## src/rtl/core/nearest_frame_slot_finder_assert.svh

```systemverilog
`ifndef NEAREST_FRAME_SLOT_FINDER_ASSERT_SVH
`define NEAREST_FRAME_SLOT_FINDER_ASSERT_SVH

// same-cycle implication, sampled on clk, off during rst
`define NFSF_ASSERT_IMP(lbl, ante, cons, msg) \
  lbl: assert property (@(posedge clk) disable iff (rst) (ante) |-> (cons)) \
    else $error(msg);

// next-cycle implication, sampled on clk, off during rst
`define NFSF_ASSERT_NXT(lbl, ante, cons, msg) \
  lbl: assert property (@(posedge clk) disable iff (rst) (ante) |=> (cons)) \
    else $error(msg);

`endif

```

## src/rtl/core/nfsf_pkg.sv

```systemverilog
`default_nettype none

package nfsf_pkg;

  // default table geometry
  localparam int NUM_SLOTS_DEF = 16;
  localparam int CAM_COUNT_DEF = 4;

  // payload widths
  localparam int CAM_W       = 2;
  localparam int SLOT_W      = 5;
  localparam int FRAME_W     = 32;
  localparam int DIST_W      = FRAME_W + 1;
  localparam int CFG_CAMS_W  = 3;
  localparam int CFG_SLOTS_W = 5;
  localparam int CFG_IDX_W   = 2;
  localparam int CFG_DATA_W  = 5;

  // request kinds
  localparam logic MODE_WRITE = 1'b0;
  localparam logic MODE_QUERY = 1'b1;

  // configuration register indexes
  typedef enum logic [CFG_IDX_W-1:0] {
    CFG_CAMS_IN_USE  = 2'd0,
    CFG_SLOTS_IN_USE = 2'd1
  } cfg_idx_t;

  // controller to datapath
  typedef struct packed {
    logic clr_en;
    logic wr_en;
    logic qry_start;
    logic pref_chk;
    logic scan;
    logic load_out;
  } dp_cmd_t;

  // datapath to controller
  typedef struct packed {
    logic clr_last;
    logic query_bad;
    logic pref_hit;
    logic scan_hit;
    logic scan_last;
    logic out_busy;
  } dp_sts_t;

endpackage

`default_nettype wire

```

## src/rtl/core/nfsf_req_if.sv

```systemverilog
`default_nettype none

interface nfsf_req_if;
  logic                                valid;
  logic                                ready;
  logic                                mode;
  logic [nfsf_pkg::CAM_W-1:0]          camera;
  logic signed [nfsf_pkg::SLOT_W-1:0]  slot_sel;
  logic signed [nfsf_pkg::FRAME_W-1:0] frame_value;
  logic                                entry_busy;

  modport source (
    output valid, mode, camera, slot_sel, frame_value, entry_busy,
    input  ready
  );
  modport sink (
    input  valid, mode, camera, slot_sel, frame_value, entry_busy,
    output ready
  );
endinterface

`default_nettype wire

```

## src/rtl/core/nfsf_rsp_if.sv

```systemverilog
`default_nettype none

interface nfsf_rsp_if;
  logic                               valid;
  logic                               ready;
  logic signed [nfsf_pkg::SLOT_W-1:0] found_slot;

  modport source (output valid, found_slot, input ready);
  modport sink (input valid, found_slot, output ready);
endinterface

`default_nettype wire

```

## src/rtl/core/nfsf_cfg_if.sv

```systemverilog
`default_nettype none

interface nfsf_cfg_if;
  logic                                valid;
  logic                                ready;
  logic [nfsf_pkg::CFG_IDX_W-1:0]      index;
  logic [nfsf_pkg::CFG_DATA_W-1:0]     data;

  modport source (output valid, index, data, input ready);
  modport sink (input valid, index, data, output ready);
endinterface

`default_nettype wire

```

## src/rtl/core/nfsf_ctrl.sv

```systemverilog
`default_nettype none

`include "nearest_frame_slot_finder_assert.svh"

module nfsf_ctrl (
  input  wire logic              clk,
  input  wire logic              rst,
  input  wire logic              in_valid,
  input  wire logic              in_mode,
  output logic                   in_ready,
  input  wire nfsf_pkg::dp_sts_t st,
  output nfsf_pkg::dp_cmd_t      cmd
);

  typedef enum logic [4:0] {
    S_CLEAR   = 5'b00001,
    S_IDLE    = 5'b00010,
    S_PREF    = 5'b00100,
    S_SCAN    = 5'b01000,
    S_RESOLVE = 5'b10000
  } state_t;

  state_t state;
  state_t state_next;

  // state register
  always_ff @(posedge clk) begin
    if (rst) begin
      state <= S_CLEAR;
    end else begin
      state <= state_next;
    end
  end

  // next state and commands
  always_comb begin
    state_next = state;
    cmd        = '0;
    in_ready   = 1'b0;
    case (state)
      S_CLEAR: begin
        cmd.clr_en = 1'b1;
        if (st.clr_last) begin
          state_next = S_IDLE;
        end
      end
      S_IDLE: begin
        in_ready = 1'b1;
        if (in_valid) begin
          if (in_mode == nfsf_pkg::MODE_WRITE) begin
            cmd.wr_en = 1'b1;
          end else begin
            cmd.qry_start = 1'b1;
            state_next    = st.query_bad ? S_RESOLVE : S_PREF;
          end
        end
      end
      S_PREF: begin
        cmd.pref_chk = 1'b1;
        state_next   = st.pref_hit ? S_RESOLVE : S_SCAN;
      end
      S_SCAN: begin
        cmd.scan = 1'b1;
        if (st.scan_hit || st.scan_last) begin
          state_next = S_RESOLVE;
        end
      end
      S_RESOLVE: begin
        if (!st.out_busy) begin
          cmd.load_out = 1'b1;
          state_next   = S_IDLE;
        end
      end
      default: begin
        state_next = S_CLEAR;
      end
    endcase
  end

  // checks
  `NFSF_ASSERT_NXT(a_clear_once, state != S_CLEAR, state != S_CLEAR,
                   "clearing pass entered again after it finished")
  `NFSF_ASSERT_NXT(a_query_path,
                   state == S_IDLE && in_valid && in_mode == nfsf_pkg::MODE_QUERY,
                   state == S_PREF || state == S_RESOLVE,
                   "accepted query did not start its search")

endmodule

`default_nettype wire

```

## src/rtl/core/nfsf_dp.sv

```systemverilog
`default_nettype none

`include "nearest_frame_slot_finder_assert.svh"

module nfsf_dp #(
  parameter int NUM_SLOTS = nfsf_pkg::NUM_SLOTS_DEF,
  parameter int CAM_COUNT = nfsf_pkg::CAM_COUNT_DEF
) (
  input  wire logic                                clk,
  input  wire logic                                rst,
  input  wire nfsf_pkg::dp_cmd_t                   cmd,
  output nfsf_pkg::dp_sts_t                        st,
  input  wire logic [nfsf_pkg::CAM_W-1:0]          in_camera,
  input  wire logic signed [nfsf_pkg::SLOT_W-1:0]  in_slot,
  input  wire logic signed [nfsf_pkg::FRAME_W-1:0] in_frame,
  input  wire logic                                in_busy,
  input  wire logic                                cfg_valid,
  input  wire logic [nfsf_pkg::CFG_IDX_W-1:0]      cfg_index,
  input  wire logic [nfsf_pkg::CFG_DATA_W-1:0]     cfg_data,
  input  wire logic                                out_ready,
  output logic                                     out_valid,
  output logic signed [nfsf_pkg::SLOT_W-1:0]       out_slot
);

  localparam int DEPTH  = CAM_COUNT * NUM_SLOTS;
  localparam int AW     = (DEPTH > 1) ? $clog2(DEPTH) : 1;
  localparam int SW     = nfsf_pkg::SLOT_W;
  localparam int FW     = nfsf_pkg::FRAME_W;
  localparam int DW     = nfsf_pkg::DIST_W;
  localparam int CNT_W  = nfsf_pkg::CFG_SLOTS_W;

  // configuration registers
  logic [nfsf_pkg::CFG_CAMS_W-1:0]  cams_in_use;
  logic [nfsf_pkg::CFG_SLOTS_W-1:0] slots_in_use;

  always_ff @(posedge clk) begin
    if (rst) begin
      cams_in_use  <= '0;
      slots_in_use <= '0;
    end else if (cfg_valid) begin
      case (nfsf_pkg::cfg_idx_t'(cfg_index))
        nfsf_pkg::CFG_CAMS_IN_USE:  cams_in_use  <= cfg_data[nfsf_pkg::CFG_CAMS_W-1:0];
        nfsf_pkg::CFG_SLOTS_IN_USE: slots_in_use <= cfg_data[nfsf_pkg::CFG_SLOTS_W-1:0];
        default: ;
      endcase
    end
  end

  // request decode
  logic          cam_exists;
  logic          slot_ok;
  logic [AW-1:0] in_addr;
  logic [AW-1:0] in_base;

  assign cam_exists = int'(in_camera) < CAM_COUNT;
  assign slot_ok    = !in_slot[SW-1]
                   && ({1'b0, in_slot[SW-2:0]} < slots_in_use)
                   && (int'(in_slot[SW-2:0]) < NUM_SLOTS);
  assign in_base    = AW'(int'(in_camera) * NUM_SLOTS);
  assign in_addr    = AW'(int'(in_camera) * NUM_SLOTS + int'(in_slot[SW-2:0]));

  assign st.query_bad = !cam_exists
                     || !({1'b0, in_camera} < cams_in_use)
                     || (slots_in_use == '0)
                     || (int'(slots_in_use) > NUM_SLOTS);

  // query context
  logic                 bad_q;
  logic [AW-1:0]        base_q;
  logic signed [FW-1:0] tgt_q;
  logic signed [SW-1:0] pref_q;
  logic                 pref_ok_q;
  logic [CNT_W-1:0]     cnt;
  logic [CNT_W-1:0]     cnt_inc;

  assign cnt_inc      = cnt + 1'b1;
  assign st.scan_last = cnt_inc == slots_in_use;

  // clearing pass counter
  logic [AW-1:0] clr_addr;

  assign st.clr_last = clr_addr == AW'(DEPTH - 1);

  always_ff @(posedge clk) begin
    if (rst) begin
      clr_addr <= '0;
    end else if (cmd.clr_en) begin
      clr_addr <= clr_addr + 1'b1;
    end
  end

  // slot tables with one registered read port
  logic          occ_mem [DEPTH];
  logic [FW-1:0] frm_mem [DEPTH];
  logic [AW-1:0] rd_addr;
  logic          occ_q;
  logic signed [FW-1:0] frm_q;
  logic          wr_hit;

  assign wr_hit = cmd.wr_en && cam_exists && slot_ok;

  always_comb begin
    if (cmd.pref_chk) begin
      rd_addr = base_q;
    end else if (cmd.scan) begin
      rd_addr = base_q + AW'(cnt_inc);
    end else begin
      rd_addr = in_addr;
    end
  end

  always_ff @(posedge clk) begin
    if (cmd.clr_en) begin
      occ_mem[clr_addr] <= 1'b0;
    end else if (wr_hit) begin
      occ_mem[in_addr] <= in_busy;
    end
  end

  always_ff @(posedge clk) begin
    if (wr_hit) begin
      frm_mem[in_addr] <= in_frame;
    end
  end

  always_ff @(posedge clk) begin
    occ_q <= occ_mem[rd_addr];
    frm_q <= frm_mem[rd_addr];
  end

  // evaluation of the slot just read
  logic          d_valid;
  logic [DW-1:0] d_pos;
  logic [DW-1:0] d_neg;
  logic [DW-1:0] gap;

  assign d_valid = occ_q && !frm_q[FW-1];
  assign d_pos   = {frm_q[FW-1], frm_q} - {tgt_q[FW-1], tgt_q};
  assign d_neg   = {tgt_q[FW-1], tgt_q} - {frm_q[FW-1], frm_q};
  assign gap     = d_pos[DW-1] ? d_neg : d_pos;

  assign st.pref_hit = pref_ok_q && d_valid && (tgt_q[FW-1] || frm_q == tgt_q);
  assign st.scan_hit = d_valid && (frm_q == tgt_q);

  // best candidates so far
  logic                 hit;
  logic [SW-1:0]        hit_slot;
  logic                 low_ok;
  logic signed [FW-1:0] low_frame;
  logic [SW-1:0]        low_slot;
  logic                 abs_ok;
  logic [DW-1:0]        abs_dist;
  logic [SW-1:0]        abs_slot;

  always_ff @(posedge clk) begin
    if (rst) begin
      hit    <= 1'b0;
      low_ok <= 1'b0;
      abs_ok <= 1'b0;
      bad_q  <= 1'b0;
    end else if (cmd.qry_start) begin
      hit    <= 1'b0;
      low_ok <= 1'b0;
      abs_ok <= 1'b0;
      bad_q  <= st.query_bad;
    end else if (cmd.pref_chk) begin
      if (st.pref_hit) begin
        hit <= 1'b1;
      end
    end else if (cmd.scan && d_valid) begin
      if (st.scan_hit) begin
        hit <= 1'b1;
      end
      if (frm_q <= tgt_q) begin
        low_ok <= 1'b1;
      end
      abs_ok <= 1'b1;
    end
  end

  // payload of the query context and candidates
  always_ff @(posedge clk) begin
    if (cmd.qry_start) begin
      base_q    <= in_base;
      tgt_q     <= in_frame;
      pref_q    <= in_slot;
      pref_ok_q <= slot_ok;
    end
    if (cmd.pref_chk) begin
      cnt <= '0;
      if (st.pref_hit) begin
        hit_slot <= pref_q;
      end
    end
    if (cmd.scan) begin
      cnt <= cnt_inc;
      if (d_valid) begin
        if (st.scan_hit) begin
          hit_slot <= SW'(cnt);
        end
        if ((frm_q <= tgt_q) && (!low_ok || frm_q > low_frame)) begin
          low_frame <= frm_q;
          low_slot  <= SW'(cnt);
        end
        if (!abs_ok || gap < abs_dist) begin
          abs_dist <= gap;
          abs_slot <= SW'(cnt);
        end
      end
    end
  end

  // result register
  assign st.out_busy = out_valid && !out_ready;

  always_ff @(posedge clk) begin
    if (rst) begin
      out_valid <= 1'b0;
    end else if (cmd.load_out) begin
      out_valid <= 1'b1;
    end else if (out_ready) begin
      out_valid <= 1'b0;
    end
  end

  always_ff @(posedge clk) begin
    if (cmd.load_out) begin
      if (bad_q) begin
        out_slot <= '1;
      end else if (hit) begin
        out_slot <= hit_slot;
      end else if (low_ok) begin
        out_slot <= low_slot;
      end else if (abs_ok) begin
        out_slot <= abs_slot;
      end else begin
        out_slot <= '1;
      end
    end
  end

  // checks
  `NFSF_ASSERT_IMP(a_no_overwrite, cmd.load_out, !(out_valid && !out_ready),
                   "pending result overwritten")
  `NFSF_ASSERT_IMP(a_scan_bound, cmd.scan, cnt < slots_in_use,
                   "scan ran past the slots in use")

endmodule

`default_nettype wire

```

## src/rtl/core/nearest_frame_slot_finder.sv

```systemverilog
// Frame slot lookup per camera. A write request (mode 0) updates one slot's occupied flag and
// frame number; a query request (mode 1) picks the preferred slot if it holds the target frame
// or the target is negative, else the first exact match, else the greatest frame at or below
// the target, else the nearest frame, else -1. After reset all CAM_COUNT*NUM_SLOTS occupied
// flags (64 by default) are cleared one entry a cycle while req.ready stays low; cfg writes
// are taken at any time. A query skips the search when camera or slot count is out of range,
// stops after the preferred-slot check when that slot wins, and else scans the slots in use up
// to the first exact match, one entry per cycle through the single table read port. One result
// register holds the answer, so a new request is taken while it waits on rsp.ready.
`default_nettype none

module nearest_frame_slot_finder #(
  parameter int NUM_SLOTS = nfsf_pkg::NUM_SLOTS_DEF,
  parameter int CAM_COUNT = nfsf_pkg::CAM_COUNT_DEF
) (
  input wire logic   clk,
  input wire logic   rst,
  nfsf_req_if.sink   req,
  nfsf_rsp_if.source rsp,
  nfsf_cfg_if.sink   cfg
);

  nfsf_pkg::dp_cmd_t cmd;
  nfsf_pkg::dp_sts_t st;

  // register writes are always taken
  assign cfg.ready = 1'b1;

  // sequencer
  nfsf_ctrl u_ctrl (
    .clk      (clk),
    .rst      (rst),
    .in_valid (req.valid),
    .in_mode  (req.mode),
    .in_ready (req.ready),
    .st       (st),
    .cmd      (cmd)
  );

  // tables, search and result register
  nfsf_dp #(
    .NUM_SLOTS (NUM_SLOTS),
    .CAM_COUNT (CAM_COUNT)
  ) u_dp (
    .clk       (clk),
    .rst       (rst),
    .cmd       (cmd),
    .st        (st),
    .in_camera (req.camera),
    .in_slot   (req.slot_sel),
    .in_frame  (req.frame_value),
    .in_busy   (req.entry_busy),
    .cfg_valid (cfg.valid),
    .cfg_index (cfg.index),
    .cfg_data  (cfg.data),
    .out_ready (rsp.ready),
    .out_valid (rsp.valid),
    .out_slot  (rsp.found_slot)
  );

endmodule

`default_nettype wire

```

## src/flat_wrapper.sv

```systemverilog
// flat-port wrapper written by rule: the top's interface ports become plain ports
module nearest_frame_slot_finder_flat 
#(
  parameter int NUM_SLOTS = nfsf_pkg::NUM_SLOTS_DEF,
  parameter int CAM_COUNT = nfsf_pkg::CAM_COUNT_DEF
)
  (clk, rst, req_valid, req_mode, req_camera, req_slot_sel, req_frame_value, req_entry_busy, req_ready, rsp_valid, rsp_found_slot, rsp_ready, cfg_valid, cfg_index, cfg_data, cfg_ready);
  nfsf_req_if req_i ();
  nfsf_rsp_if rsp_i ();
  nfsf_cfg_if cfg_i ();
  input wire logic clk;
  input wire logic rst;
  input wire logic [$bits(req_i.valid)-1:0] req_valid;
  input wire logic [$bits(req_i.mode)-1:0] req_mode;
  input wire logic [$bits(req_i.camera)-1:0] req_camera;
  input wire logic [$bits(req_i.slot_sel)-1:0] req_slot_sel;
  input wire logic [$bits(req_i.frame_value)-1:0] req_frame_value;
  input wire logic [$bits(req_i.entry_busy)-1:0] req_entry_busy;
  output wire logic [$bits(req_i.ready)-1:0] req_ready;
  output wire logic [$bits(rsp_i.valid)-1:0] rsp_valid;
  output wire logic [$bits(rsp_i.found_slot)-1:0] rsp_found_slot;
  input wire logic [$bits(rsp_i.ready)-1:0] rsp_ready;
  input wire logic [$bits(cfg_i.valid)-1:0] cfg_valid;
  input wire logic [$bits(cfg_i.index)-1:0] cfg_index;
  input wire logic [$bits(cfg_i.data)-1:0] cfg_data;
  output wire logic [$bits(cfg_i.ready)-1:0] cfg_ready;
  assign req_i.valid = req_valid;
  assign req_i.mode = req_mode;
  assign req_i.camera = req_camera;
  assign req_i.slot_sel = req_slot_sel;
  assign req_i.frame_value = req_frame_value;
  assign req_i.entry_busy = req_entry_busy;
  assign req_ready = req_i.ready;
  assign rsp_valid = rsp_i.valid;
  assign rsp_found_slot = rsp_i.found_slot;
  assign rsp_i.ready = rsp_ready;
  assign cfg_i.valid = cfg_valid;
  assign cfg_i.index = cfg_index;
  assign cfg_i.data = cfg_data;
  assign cfg_ready = cfg_i.ready;
  nearest_frame_slot_finder #(.NUM_SLOTS(NUM_SLOTS), .CAM_COUNT(CAM_COUNT)) u_core (.clk(clk), .rst(rst), .req(req_i), .rsp(rsp_i), .cfg(cfg_i));
endmodule
```

## config.mk

```make
export PLATFORM = sky130hd
export DESIGN_NAME = nearest_frame_slot_finder_flat
export DESIGN_NICKNAME = d
export VERILOG_FILES = /design/src/rtl/core/nfsf_pkg.sv /design/src/rtl/core/nfsf_req_if.sv /design/src/rtl/core/nfsf_rsp_if.sv /design/src/rtl/core/nfsf_cfg_if.sv /design/src/rtl/core/nfsf_ctrl.sv /design/src/rtl/core/nfsf_dp.sv /design/src/rtl/core/nearest_frame_slot_finder.sv /design/src/flat_wrapper.sv
export VERILOG_INCLUDE_DIRS = /design/src /design/src/rtl/core
export SDC_FILE = /design/constraint.sdc
export NUM_CORES = 2
export LEC_CHECK = 0
export BUFFER_PORTS_ARGS = -buffer_cell sky130_fd_sc_hd__buf_2
export CAP_MARGIN = 20
export CORE_MARGIN = 2
export CORE_UTILIZATION = 38
export DETAILED_ROUTE_END_ITERATION = 6
export MAX_ROUTING_LAYER = met4
export SLEW_MARGIN = 20
export SYNTH_ARGS = -nofsm -noshare
export SYNTH_HDL_FRONTEND = slang
export SYNTH_SLANG_ARGS = --single-unit
```

## constraint.sdc

```tcl
create_clock -name clk -period 7.5 [get_ports clk]
set_input_delay 0.375 -clock clk [delete_from_list [all_inputs] [get_ports clk]]
set_output_delay 0.375 -clock clk [all_outputs]
set_load 0.03 [all_outputs]
```

==> qor.csv <==
stage,metric,value,unit
timing,setup-tns-final,0,ns
cells_and_area,multi_input_area,24850,um^2
cells_and_area,seqCellArea,68420,um^2
timing,fin_skew,0.06834,ns
place,placed_area,100100,um^2
synth,yosys.cell_types.count,73,
synth,synth_compound_area_frac,0.04508,
clock_network,clockBufferDepth,3,
floorplan,pin_count,61,
route,avgViaCountPerCell,5.566,
cells_and_area,fin_area,108000,um^2
route,wl_per_cell,24.84,um
floorplan,coreArea,249100,um^2
timing,post-route-period-util,0.7972,
route,ant_nets,0,
critical_path,slowest_stage,a2111oi_0,
synth,synth.area.mux_share,0.04441,
floorplan,die_w,505.1,um
critical_path,required,8.04,ns
synth,ys_ff_latch,2299,
clock_network,cts_root_buf,clkbuf_16,
clock_network,cts.htree.levels,4,
critical_path,path_buf_inv,3,
floorplan,die_h,505.1,um
run_status,violations,design-rule violations,
clock_network,cts_buffers,223,
route,vias,60460,
synth,synthAdderAreaFrac,0.01825,
pwr,p_per_area,279.6,nW/um^2
place,io_buffers,59,
synth,ys_warn_count,0,
timing,rsz0062_at_grt,no,
job,maxCapViolations,0,
critical_path,cp_max_fo,33,
route,finalWirelength,269800,um
pwr,total_power,30.19,mW
timing,hold_viol,0,
synth,async_flop_share,0,
synth,synthCells,7284,
timing,min_period,5.979,ns
critical_path,crit_type,register to register,
critical_path,critPathLaunch,u_core.u_dp.tgt_q[0],
synth,syn_area,95420,um^2
clock_network,clk_latency,0.88,ns
global_routing,grt-ovfl-total,0,
synth,syn_nets,7475,
global_routing,antenna_found_initial,14,
critical_path,cpMostUsedCell,a21o_1,
global_routing,grt_pass1_vias,56680,
critical_path,rr_startpoint,u_core.u_dp.tgt_q[0],
timing,slew_viol_final,0,
global_routing,grt_usage,0.2106,
floorplan,die-area,255100,um^2
cells_and_area,fillerInstances,22560,
critical_path,endpoint_kind,register,
clock_network,clk_pin_slew,0.06,ns
global_routing,grt_first_pass_wirelength,389900,um
cells_and_area,area_delta_synth_final,13.20,%
critical_path,worstPathArrival,6.52,ns
critical_path,start_kind,register,
synth,synth-seq-area-share,0.7170,
timing,max-slew-margin-rel,0.1829,
cells_and_area,nNetsFinal,7526,
floorplan,rows,183,
place,dp_hpwl,153900,um
synth,synth_edf_count,2237,
clock_network,cts.sinks,2299,
synth,syn_avg_cell_area,13.10,um^2
synth,yosys.area_share.simple,0.1422,
route,drt_iter0_markers,8305,
synth,synth_xor_area_frac,0.003947,
critical_path,critPathTopFamily,compound AO/OA/AOI/OAI gates,
pwr,total_leakage_power,37.72,nW
run_status,status,finished with violations,
hold_path,hold_class,input pin to register,
clock_network,cts_tree,yes,
critical_path,max_stage_delay,0.65,ns
synth,synth_top_family_by_area,simple AND/OR/NAND/NOR gates,
timing,tightest_slew,1.218,ns
global_routing,grt_max_degree,163,
critical_path,crit_chain,inv_1 > ha_1 > inv_1 > fa_1 > a21o_1 > a21oi_1 > o211ai_1 > a21o_1 > a2111oi_0 > nor4_1 > or3_1 > o21ai_1 > xnor2_1 > ha_1 > a21o_1 > a21o_1 > a21oi_1 > nor2b_1 > o21ai_0 > nand2b_1 > a211oi_1 > o21ai_0 > nor3b_2 > buf_12,
route,drt_first_pass_iters,7,
cells_and_area,drive_gt1_frac,0.08756,
pwr,ir_worst_vdd,257.6,uV
hold_path,min_from,cfg_valid,
synth,synth_ff_type,edfxtp_1,
timing,setup_violations,0,
floorplan,start_util,0.3830,
route,drc,1,
place,routabilityCongestion,0.8749,
timing,clock.fmax,167.3,MHz
placed cells by master, fill, tap and decap left out, drive strengths merged, types with 9 or more instances in the layout:
| master | count |
|---|---|
| nor2 | 216 |
| a21o | 47 |
| nand2b | 17 |
| nand2 | 1663 |
| bufinv | 20 |
| o21a | 22 |
| ha | 136 |
| nand3b | 9 |
| nand4 | 30 |
| buf | 239 |
| edfxtp | 2237 |
| a211oi | 45 |
| clkinv | 104 |
| inv | 168 |
| mux2i | 420 |
| xor2 | 21 |
| nor2b | 13 |
| nor3 | 15 |
| a21oi | 167 |
| clkbuf | 277 |
| dfxtp | 62 |
| dlygate4sd3 | 25 |
| o22ai | 10 |
| o21bai | 13 |
| o21ai | 60 |
| xnor2 | 22 |
| clkinvlp | 12 |
| nand3 | 1148 |
| a31oi | 79 |
| a32oi | 134 |
cells by family (layout without fill, tap and decap cells):
family	Yosys count	after routing
buffers and inverters	603	845
AO/OA/AOI/OAI	628	628
AND/OR/NAND/NOR	3149	3149
multiplexers	423	423
other	1	6
XOR/XNOR	43	43
adder cells (fa/ha/maj)	138	138
flip-flops	2299	2299
synth_stat cells (8+ instances only):
library cell	count	area (um^2)
mux2i_1	420	4204
a32oi_1	134	1174
nand2b_1	17	106.4
nor2b_1	12	75.07
a211o_1	8	70.07
inv_1	165	619.3
nand4_1	30	187.7
nand3b_1	9	67.56
o21a_1	22	165.2
buf_1	30	112.6
a211oi_1	45	337.8
buf_4	31	232.7
o22ai_1	10	62.56
a21oi_1	164	820.8
nor2_1	216	810.8
buf_6	22	247.7
a31oi_1	79	494.2
ha_1	136	1702
o21ai_0	55	275.3
a21o_1	47	352.8
edfxtp_1	2237	67170
dfxtp_1	62	1241
xor2_1	21	183.9
buf_2	169	845.8
clkbuf_1	183	686.9
xnor2_1	22	192.7
nand2_1	1663	6242
nand3_1	1148	5746
nor3_1	14	70.07
or3_1	8	50.05
o21bai_1	13	97.59
metrics by stage:
| stage | instances | hold slack (ns) | utilization | worst slack, ns |
|---|---|---|---|---|
| after floorplan | 7284 | 0.4342 | - | 0.2771 |
| after global placement | 10380 | 0.4596 | 0.4000 | 1.645 |
| after detailed placement | 10400 | 0.4600 | 0.4018 | 1.561 |
| after CTS | 10840 | 0.06970 | 0.4317 | 1.558 |
| after global routing | 10860 | 0.1338 | 0.4335 | 1.062 |
| final | 10860 | 0.1452 | 0.4336 | 1.521 |
power breakdown:
part | total, mW | switching (mW) | internal, mW
clock network | 11.1 | 4.89 | 6.22
registers | 14.3 | 0.0978 | 14.2
logic | 4.75 | 3.33 | 1.41
final timing paths:
path                            endpoint  slack [ns]  cells after the start
max             u_core.u_dp.abs_dist[30]        1.52                     24
min          u_core.u_dp.slots_in_use[1]        0.15                      4
max reg2reg     u_core.u_dp.abs_dist[30]        1.52                     24
min reg2reg     u_core.u_dp.low_frame[0]        0.47                      0
flip-flops by register name, summed over array words and instances (netlist names), 2 cells and up:
register	cells
u_core.u_ctrl.state	5
u_core.u_dp.abs_dist	33
u_core.u_dp.abs_slot	5
u_core.u_dp.base_q	2
u_core.u_dp.cams_in_use	3
u_core.u_dp.clr_addr	6
u_core.u_dp.cnt	5
u_core.u_dp.frm_mem	2048
u_core.u_dp.frm_q	32
u_core.u_dp.hit_slot	5
u_core.u_dp.low_frame	32
u_core.u_dp.low_slot	5
u_core.u_dp.occ_mem	64
u_core.u_dp.out_slot	5
u_core.u_dp.pref_q	5
u_core.u_dp.slots_in_use	5
u_core.u_dp.tgt_q	32
routing by layer:
layer,track usage,share of wire,wire length (um),up-vias
met5,-,0,0,-
li1,-,-,-,26860
met3,0.04061,0.10,27300,389
met1,0.2992,0.42,114300,30250
met4,0.05755,0.027,7242,0
met2,0.3084,0.45,120900,2953
timing repair:
action / 4_1_cts / 5_1_grt
setup buffers: 0 / 0
endpoints found under the setup margin: 0 / 0
resized for setup: 0 / 0
hold buffers: 25 / 0
endpoints found under the hold margin: 41 / 0
area by class of cell:
type | instances | share of cell area
timing repair buffer | 264 | 0.02539
tap | 3330 | 0.03857
inverter | 165 | 0.005734
clock inverter | 139 | 0.01259
clock buffer | 277 | 0.05412
antenna | 5 | 0.0001158
multi-input combinational | 4382 | 0.2301
sequential | 2299 | 0.6334
worst reg2reg max path, cell delays in order, from the launching register on:
cell	delay, ns
edfxtp_1	0.39
inv_1	0.07
ha_1	0.15
inv_1	0.06
fa_1	0.39
a21o_1	0.19
a21oi_1	0.30
o211ai_1	0.21
a21o_1	0.24
a2111oi_0	0.65
nor4_1	0.15
or3_1	0.33
o21ai_1	0.10
xnor2_1	0.18
ha_1	0.29
a21o_1	0.18
a21o_1	0.17
a21oi_1	0.15
nor2b_1	0.06
o21ai_0	0.14
nand2b_1	0.08
a211oi_1	0.23
o21ai_0	0.13
nor3b_2	0.50
buf_12	0.29
Power figures use the tool's default switching activity.
